File: src/sv/tbme_pkg.sv
// ----------------------------------------------------------------------------
// tbme_pkg: shared types and constants for two-button Morse entry
// Event codes, config register indexes, reset values, Morse lookup and
// the receiver-id step.
// ----------------------------------------------------------------------------
package tbme_pkg;

  // Event codes carried on the result word
  typedef enum logic [2:0] {
    EV_NONE = 3'd0,
    EV_DOT  = 3'd1,
    EV_DASH = 3'd2,
    EV_SAVE = 3'd3,
    EV_SEND = 3'd4,
    EV_BOTH = 3'd5
  } ev_t;

  // Config register indexes
  localparam logic CFG_IDX_THRESHOLD = 1'b0;
  localparam logic CFG_IDX_ID_COUNT  = 1'b1;

  localparam logic [15:0] THRESHOLD_RST   = 16'd200;
  localparam logic [4:0]  ID_COUNT_RST    = 5'd6;
  localparam logic [3:0]  RECEIVER_RST    = 4'd1;
  localparam logic [15:0] HOLD_MAX        = 16'hFFFF;
  localparam logic [6:0]  CHAR_UNKNOWN    = 7'h3F;  // '?'

  localparam int MESSAGE_CAPACITY_DEF   = 32;
  localparam int SYMBOLS_PER_LETTER_DEF = 5;

  // Morse lookup: key is {count, bits}, bit i is symbol i, 1 = dash
  function automatic logic [6:0] morse_decode(input logic [2:0] cnt,
                                              input logic [4:0] bits);
    logic [6:0] ch;
    unique case ({cnt, bits})
      {3'd2, 5'b00010}: ch = 7'h41;  // A
      {3'd4, 5'b00001}: ch = 7'h42;  // B
      {3'd4, 5'b00101}: ch = 7'h43;  // C
      {3'd3, 5'b00001}: ch = 7'h44;  // D
      {3'd1, 5'b00000}: ch = 7'h45;  // E
      {3'd4, 5'b00100}: ch = 7'h46;  // F
      {3'd3, 5'b00011}: ch = 7'h47;  // G
      {3'd4, 5'b00000}: ch = 7'h48;  // H
      {3'd2, 5'b00000}: ch = 7'h49;  // I
      {3'd4, 5'b01110}: ch = 7'h4A;  // J
      {3'd3, 5'b00101}: ch = 7'h4B;  // K
      {3'd4, 5'b00010}: ch = 7'h4C;  // L
      {3'd2, 5'b00011}: ch = 7'h4D;  // M
      {3'd2, 5'b00001}: ch = 7'h4E;  // N
      {3'd3, 5'b00111}: ch = 7'h4F;  // O
      {3'd4, 5'b00110}: ch = 7'h50;  // P
      {3'd4, 5'b01011}: ch = 7'h51;  // Q
      {3'd3, 5'b00010}: ch = 7'h52;  // R
      {3'd3, 5'b00000}: ch = 7'h53;  // S
      {3'd1, 5'b00001}: ch = 7'h54;  // T
      {3'd3, 5'b00100}: ch = 7'h55;  // U
      {3'd4, 5'b01000}: ch = 7'h56;  // V
      {3'd3, 5'b00110}: ch = 7'h57;  // W
      {3'd4, 5'b01001}: ch = 7'h58;  // X
      {3'd4, 5'b01101}: ch = 7'h59;  // Y
      {3'd4, 5'b00011}: ch = 7'h5A;  // Z
      {3'd5, 5'b11111}: ch = 7'h30;  // 0
      {3'd5, 5'b11110}: ch = 7'h31;  // 1
      {3'd5, 5'b11100}: ch = 7'h32;  // 2
      {3'd5, 5'b11000}: ch = 7'h33;  // 3
      {3'd5, 5'b10000}: ch = 7'h34;  // 4
      {3'd5, 5'b00000}: ch = 7'h35;  // 5
      {3'd5, 5'b00001}: ch = 7'h36;  // 6
      {3'd5, 5'b00011}: ch = 7'h37;  // 7
      {3'd5, 5'b00111}: ch = 7'h38;  // 8
      {3'd5, 5'b01111}: ch = 7'h39;  // 9
      default:          ch = CHAR_UNKNOWN;
    endcase
    return ch;
  endfunction

  // (cur + 1) mod n, kept to 4 bits; n of 0 gives 0.
  // cur + 1 is at most 16, so for n >= 2 eight subtract steps are enough.
  function automatic logic [3:0] receiver_step(input logic [3:0] cur,
                                               input logic [4:0] n);
    logic [4:0] r;
    r = {1'b0, cur} + 5'd1;
    if (n <= 5'd1) begin
      r = 5'd0;
    end else begin
      for (int i = 0; i < 8; i++) begin
        if (r >= n) begin
          r = r - n;
        end
      end
    end
    return r[3:0];
  endfunction

endpackage

File: src/sv/two_button_morse_entry_top.sv
// ----------------------------------------------------------------------------
// two_button_morse_entry_top: two-button Morse keyer front end
// Samples buttons A and B, classifies releases, decodes letters and digits.
// ----------------------------------------------------------------------------
// Usage:
//   Input channel (in_valid/in_ready): one word per millisecond sample,
//   carrying the levels of button A (dot/dash) and button B (save/send).
//   Output channel (out_valid/out_ready): exactly one result word per
//   input word: event code, decoded character (on save), message length
//   and the current receiver id.
//   Config port: cfg_we writes cfg_wdata into register cfg_index
//   (0 = dash threshold in ms, 1 = receiver id count). Write only while
//   no word is in flight.
//   The result is registered, so it shows in the cycle after the input
//   word is accepted. Throughput: one word per cycle unless the output
//   stalls; all button, symbol and message state updates in the accepting
//   cycle, and the Morse lookup is a small constant decode in the same cycle.
//   Stall: a pending result sits in the output register; a new word is
//   still taken in the cycle the receiver pops the old one (in_ready
//   follows out_ready when the output register is full).
//   Reset (rst_n low, synchronous): buttons released, counters and message
//   cleared, receiver id 1, threshold 200 ms, id count 6, no result pending.
// ----------------------------------------------------------------------------
module two_button_morse_entry_top #(
  parameter int MESSAGE_CAPACITY   = tbme_pkg::MESSAGE_CAPACITY_DEF,
  parameter int SYMBOLS_PER_LETTER = tbme_pkg::SYMBOLS_PER_LETTER_DEF
) (
  input  logic        clk,
  input  logic        rst_n,
  // config write port
  input  logic        cfg_we,
  input  logic        cfg_index,
  input  logic [15:0] cfg_wdata,
  // sample words
  input  logic        in_valid,
  output logic        in_ready,
  input  logic        in_button_a_down,
  input  logic        in_button_b_down,
  // result words
  output logic        out_valid,
  input  logic        out_ready,
  output logic [2:0]  out_event_code,
  output logic        out_char_valid,
  output logic [6:0]  out_char_code,
  output logic [4:0]  out_char_index,
  output logic [5:0]  out_message_length,
  output logic [3:0]  out_dest_id
);

  localparam logic [5:0] MSG_CAP = 6'(MESSAGE_CAPACITY);
  localparam logic [2:0] SYM_CAP = 3'(SYMBOLS_PER_LETTER);

  // config registers
  logic [15:0] thresh_r;
  logic [4:0]  id_count_r;

  // sampler state
  logic        a_pressed_r, a_pressed_nxt;
  logic        b_pressed_r, b_pressed_nxt;
  logic [15:0] a_held_r, a_held_nxt;
  logic [15:0] b_held_r, b_held_nxt;
  logic        latch_r, latch_nxt;
  // symbol / message state
  logic [2:0]  sym_cnt_r, sym_cnt_nxt;
  logic [4:0]  sym_bits_r, sym_bits_nxt;
  logic [5:0]  msg_cnt_r, msg_cnt_nxt;
  logic [3:0]  rcv_r, rcv_nxt;

  // result register
  logic        out_valid_r, out_valid_nxt;
  logic [2:0]  ev_r;
  logic        cv_r;
  logic [6:0]  cc_r;
  logic [4:0]  ci_r;
  logic [5:0]  len_r;

  tbme_pkg::ev_t ev;
  logic          cv;
  logic [6:0]    cc;
  logic [4:0]    ci;
  logic [5:0]    len;
  logic          accept;
  logic          a_rel, b_rel, latch_s;
  logic [5:0]    msg_after_save;

  assign in_ready = ~out_valid_r | out_ready;
  assign accept   = in_valid & in_ready;

  // Next state and result for one sample
  always_comb begin
    // hold counters count while pressed, restart on a fresh press
    a_held_nxt    = a_held_r;
    b_held_nxt    = b_held_r;
    if (a_pressed_r && a_held_r != tbme_pkg::HOLD_MAX) a_held_nxt = a_held_r + 16'd1;
    if (b_pressed_r && b_held_r != tbme_pkg::HOLD_MAX) b_held_nxt = b_held_r + 16'd1;
    if (in_button_a_down && !a_pressed_r) a_held_nxt = '0;
    if (in_button_b_down && !b_pressed_r) b_held_nxt = '0;
    a_pressed_nxt = a_pressed_r | in_button_a_down;
    b_pressed_nxt = b_pressed_r | in_button_b_down;
    latch_s       = latch_r | (in_button_a_down & in_button_b_down);
    latch_nxt     = latch_s;

    // only one release per sample, A first
    a_rel = ~in_button_a_down & a_pressed_r;
    b_rel = ~in_button_b_down & b_pressed_r & ~a_rel;
    ev    = tbme_pkg::EV_NONE;
    if (a_rel) begin
      a_pressed_nxt = 1'b0;
      if (latch_s) begin
        if (!in_button_b_down) latch_nxt = 1'b0;
        ev = in_button_b_down ? tbme_pkg::EV_BOTH : tbme_pkg::EV_NONE;
      end else begin
        ev = (a_held_nxt < thresh_r) ? tbme_pkg::EV_DOT : tbme_pkg::EV_DASH;
      end
    end else if (b_rel) begin
      b_pressed_nxt = 1'b0;
      if (latch_s) begin
        if (!in_button_a_down) latch_nxt = 1'b0;
        ev = in_button_a_down ? tbme_pkg::EV_BOTH : tbme_pkg::EV_NONE;
      end else begin
        ev = (b_held_nxt < thresh_r) ? tbme_pkg::EV_SAVE : tbme_pkg::EV_SEND;
      end
    end

    // symbol buffer, message, receiver id
    sym_cnt_nxt    = sym_cnt_r;
    sym_bits_nxt   = sym_bits_r;
    msg_after_save = msg_cnt_r;
    rcv_nxt        = rcv_r;
    cv             = 1'b0;
    cc             = '0;
    ci             = '0;
    case (ev) inside
      tbme_pkg::EV_DOT, tbme_pkg::EV_DASH: begin
        if (sym_cnt_r < SYM_CAP && sym_cnt_r < 3'd5) begin
          if (ev == tbme_pkg::EV_DASH) sym_bits_nxt[sym_cnt_r] = 1'b1;
          sym_cnt_nxt = sym_cnt_r + 3'd1;
        end
      end
      tbme_pkg::EV_SAVE: begin
        if (sym_cnt_r != 3'd0 && msg_cnt_r < MSG_CAP) begin
          cv             = 1'b1;
          cc             = tbme_pkg::morse_decode(sym_cnt_r, sym_bits_r);
          ci             = msg_cnt_r[4:0];
          msg_after_save = msg_cnt_r + 6'd1;
          sym_cnt_nxt    = '0;
          sym_bits_nxt   = '0;
        end
      end
      tbme_pkg::EV_BOTH: begin
        rcv_nxt = tbme_pkg::receiver_step(rcv_r, id_count_r);
      end
      default: ;
    endcase

    // send reports the length, then clears
    len         = msg_after_save;
    msg_cnt_nxt = msg_after_save;
    if (ev == tbme_pkg::EV_SEND) begin
      msg_cnt_nxt  = '0;
      sym_cnt_nxt  = '0;
      sym_bits_nxt = '0;
    end
  end

  // output register holds until popped
  assign out_valid_nxt = accept | (out_valid_r & ~out_ready);

  always_ff @(posedge clk) begin
    if (!rst_n) begin
      thresh_r    <= tbme_pkg::THRESHOLD_RST;
      id_count_r  <= tbme_pkg::ID_COUNT_RST;
      a_pressed_r <= 1'b0;
      b_pressed_r <= 1'b0;
      a_held_r    <= '0;
      b_held_r    <= '0;
      latch_r     <= 1'b0;
      sym_cnt_r   <= '0;
      sym_bits_r  <= '0;
      msg_cnt_r   <= '0;
      rcv_r       <= tbme_pkg::RECEIVER_RST;
      out_valid_r <= 1'b0;
    end else begin
      out_valid_r <= out_valid_nxt;
      if (cfg_we) begin
        if (cfg_index == tbme_pkg::CFG_IDX_THRESHOLD) thresh_r <= cfg_wdata;
        if (cfg_index == tbme_pkg::CFG_IDX_ID_COUNT)  id_count_r <= cfg_wdata[4:0];
      end
      if (accept) begin
        a_pressed_r <= a_pressed_nxt;
        b_pressed_r <= b_pressed_nxt;
        a_held_r    <= a_held_nxt;
        b_held_r    <= b_held_nxt;
        latch_r     <= latch_nxt;
        sym_cnt_r   <= sym_cnt_nxt;
        sym_bits_r  <= sym_bits_nxt;
        msg_cnt_r   <= msg_cnt_nxt;
        rcv_r       <= rcv_nxt;
      end
    end
  end

  // result payload, no reset needed
  always_ff @(posedge clk) begin
    if (accept) begin
      ev_r  <= ev;
      cv_r  <= cv;
      cc_r  <= cc;
      ci_r  <= ci;
      len_r <= len;
    end
  end

  assign out_valid          = out_valid_r;
  assign out_event_code     = ev_r;
  assign out_char_valid     = cv_r;
  assign out_char_code      = cc_r;
  assign out_char_index     = ci_r;
  assign out_message_length = len_r;
  assign out_dest_id        = rcv_r;

endmodule
File: config.mk
export PLATFORM = sky130hd
export DESIGN_NAME = two_button_morse_entry_top
export DESIGN_NICKNAME = d
export VERILOG_FILES = /design/src/sv/tbme_pkg.sv /design/src/sv/two_button_morse_entry_top.sv
export SDC_FILE = /design/constraint.sdc
export NUM_CORES = 1
export LEC_CHECK = 0
export BUFFER_PORTS_ARGS = -buffer_cell sky130_fd_sc_hd__buf_2
export CORE_ASPECT_RATIO = 1.5
export CORE_UTILIZATION = 59
export CTS_BUF_LIST = sky130_fd_sc_hd__clkbuf_2
export DETAILED_ROUTE_END_ITERATION = 16
export PLACE_DENSITY = 0.79
export SLEW_MARGIN = 20
export SYNTH_ARGS = -nofsm -noshare
export SYNTH_HDL_FRONTEND = slang
export SYNTH_SLANG_ARGS = --single-unit
export TNS_END_PERCENT = 30
File: constraint.sdc
create_clock -name clk -period 21 [get_ports clk]
set_input_delay 4.2 -clock clk [delete_from_list [all_inputs] [get_ports clk]]
set_output_delay 4.2 -clock clk [all_outputs]
set_load 0.1 [all_outputs]
==> results.yml <==
status:
  outcome: "completed"
logic_synthesis:
  synth.distinct_cells: 70
  synth_nets: 1198
  yosys_most_used_dff: "dfxtp_1"
  synth_area_mm2: 0.008358
  syn_avg_cell_area_um2: 7.710
  yosys_warnings: 0
  synthArstFlopShare: 0
  syn_inst: 1084
  ys_seq_area_frac: 0.2587
  synth_seq_cells: 97
  synth_enable_flop_cells: 22
global_routing:
  grt_overflow: 0
  grt_pass1_wl_mm: 34.30
  first_global_vias: 7541
  grt_usage: 0.2885
  grt_max_degree: 54
  antenna_found_initial: 1
cts:
  tritoncts: "built"
  clkSinkCount: 97
  h-tree-depth: 3
  cts-resized-gates: 0
  clockBufferDepth: 2
  numCtsBuffers: 9
  cts.clk_slew.worst_paths_ns: 0.29
  cts-root-buf: "clkbuf_2"
  cts_setup_buffers: 0
  clk_latency_ns: 0.61
  hold_buffers: 0
setup_path:
  cp_max_fo: 11
  cp.required_ns: 21.51
  cp-start-kind: "flop"
  worst-r2r-cell-count: 55
  cp.arrival_ns: 13.73
  cp_common_cell: "ha_1"
  slowest_stage: "dfxtp_1"
  crit_type: "reg -> reg"
  end_kind: "flop"
  worstReg2RegStart: "id_count_r[1]"
  slowest_delay_ns: 0.82
  cp-startpoint: "id_count_r[1]"
cells_and_area:
  multi_input_area_mm2: 0.005777
  regArea_mm2: 0.002162
  postLayoutCellArea_mm2: 0.008835
  area_growth_pct: 5.704
  nFillCells: 1274
  final_layout_size_suffix_gt1_frac: 0.09451
  fin_nets: 1220
drt:
  final_antenna_net_count: 0
  dr_total_vias: 7904
  dr.pass1.iters: 5
  drt_iter0_markers: 329
  drc: 0
  routedWlPerCell_um: 16.02
  viasPerCell: 6.204
  routed_wl_mm: 20.41
min_path:
  min_path_type: "reg -> reg"
  hold_depth: 2
  hold_path.startpoint: "thresh_r[13]"
floorplanning:
  pin_count: 52
  die_y_um: 147.8
  coreArea_mm2: 0.01366
  die_w_um: 99.18
  rows: 52
  start_util: 0.6117
  design.die.area_mm2: 0.01466
flow_run:
  maxCapViolations: 0
sta:
  slew_headroom: 0.3713
  final-setup-viol-count: 0
  rsz0062_at_grt: "false"
  timing.final.crit_share: 0.6298
  worstMarginPinSlew_ns: 0.9358
  fmax_ghz: 0.07560
  fin_crit_ns: 13.23
  slew_violations: 0
  tns_ns: 0
  hold_viol: 0
  skew_ns: 0.03546
place:
  placedInstanceArea_mm2: 0.008677
  place.gp.congestion: 0.9229
  post-dp-hpwl_mm: 15.43
  portBuffers: 51
-- area by class of cell --
class	instances	share of cell area
inverters	62	0.02663
multi-input cells	879	0.6539
diodes	1	0.0002832
clock buffers	9	0.005098
repair buffers	57	0.03399
clock inverters	7	0.01246
flip-flops and latches	97	0.2447
well taps	162	0.02294
-- Yosys cell counts (all sizes together), types with 8 or more instances --
master	instances	area (µm²)
mux2i	12	120.1
a21boi	9	67.56
nand3	48	240.2
a211oi	14	122.6
edfxtp	22	660.6
dfxtp	75	1501
nand2	125	469.2
xor2	28	245.2
nor2	108	405.4
ha	82	1026
and2	11	68.82
clkbuf	39	146.4
fa	8	160.2
a31oi	14	87.58
nand4	19	125.1
inv	62	235.2
nor2b	19	118.9
and3	10	62.56
nor4	9	71.32
a21o	31	232.7
a21oi	97	485.5
xnor2	25	219.0
o31ai	15	112.6
nor3	28	140.1
o21ai	49	245.2
nand2b	17	106.4
-- stage by stage --
| step | setup WS (ns) | instances | hold WS, ns | utilization |
|---|---|---|---|---|
| after floorplan | 9.075 | 1084 | 0.4363 | - |
| after global placement | 8.255 | 1257 | 0.4417 | 0.6351 |
| after detailed placement | 7.926 | 1257 | 0.4507 | 0.6351 |
| after CTS | 7.914 | 1273 | 0.4769 | 0.6464 |
| after global routing | 6.477 | 1274 | 0.4926 | 0.6466 |
| final | 7.773 | 1274 | 0.4757 | 0.6466 |
-- layout by cell type, fill, tap and decap left out, drive strengths merged, types with 5 or more instances in the layout --
cell    netlist  final
a211oi       14     14
a21boi        9      9
a21o         31     31
a21oi        97     97
a22oi         7      7
a31o          6      6
a31oi        14     14
and2         11     11
and3         10     10
and4          6      6
buf           7     57
clkbuf       39      9
dfxtp        75     75
edfxtp       22     22
fa            8      8
ha           82     82
inv          62     64
mux2          6      6
mux2i        12     12
nand2       125    125
nand2b       17     17
nand3        48     48
nand4        19     19
nor2        108    108
nor2b        19     19
nor3         28     28
nor3b         5      5
nor4          9      9
o211ai        6      6
o21a          7      7
o21ai        49     49
o31ai        15     15
or2           5      5
or3           5      5
xnor2        25     25
xor2         28     28
-- routing by layer --
metal / global-route usage / vias to the layer above / share of wire
met1: 0.3113 / 3687 / 0.40
li1: - / 3937 / -
met4: 0.1713 / 0 / 0.054
met2: 0.5357 / 207 / 0.51
met5: 0 / - / 0
met3: 0.03262 / 73 / 0.031
-- path summary, 6_finish.rpt --
| kind | endpoint | slack, ns |
|---|---|---|
| worst max register to register | out_dest_id[2] | 7.77 |
| worst min-delay path | thresh_r[13] | 0.48 |
| worst min register to register | thresh_r[13] | 0.48 |
| worst max-delay path | out_dest_id[2] | 7.77 |
-- worst max-delay path, delay by kind of cell, from the launching register on --
kind	cells	cell delay [ns]
AOI/OAI and AO/OA	26	6.25
adders and majority gates	9	2.78
and+or+nand+nor	15	2.26
DFF	1	0.82
muxes	2	0.52
buffers and inverters	3	0.49
-- cell families (layout without fill, tap and decap cells) --
kind of cell    count (synthesis)  in the layout  share of synthesized area
flops                          97             97                     0.2587
compound gates                288            288                     0.2217
buf+inv                       108            135                    0.05015
fa+ha+maj                      90             90                     0.1419
xor+xnor                       53             53                    0.05554
simple gates                  430            430                     0.2496
mux                            18             18                    0.02246
other cells                     0              1                          0
-- sequential cells by signal, summed over array words and instances, names as in the netlist, 5 cells and up --
name / flops
b_held_r: 16
sym_bits_r: 5
out_char_index: 5
msg_cnt_r: 6
thresh_r: 16
out_char_code: 7
out_message_length: 6
id_count_r: 5
a_held_r: 16
Power is not shown: default switching activity piles up to over one toggle a cycle in this logic, so the estimate is an artifact.
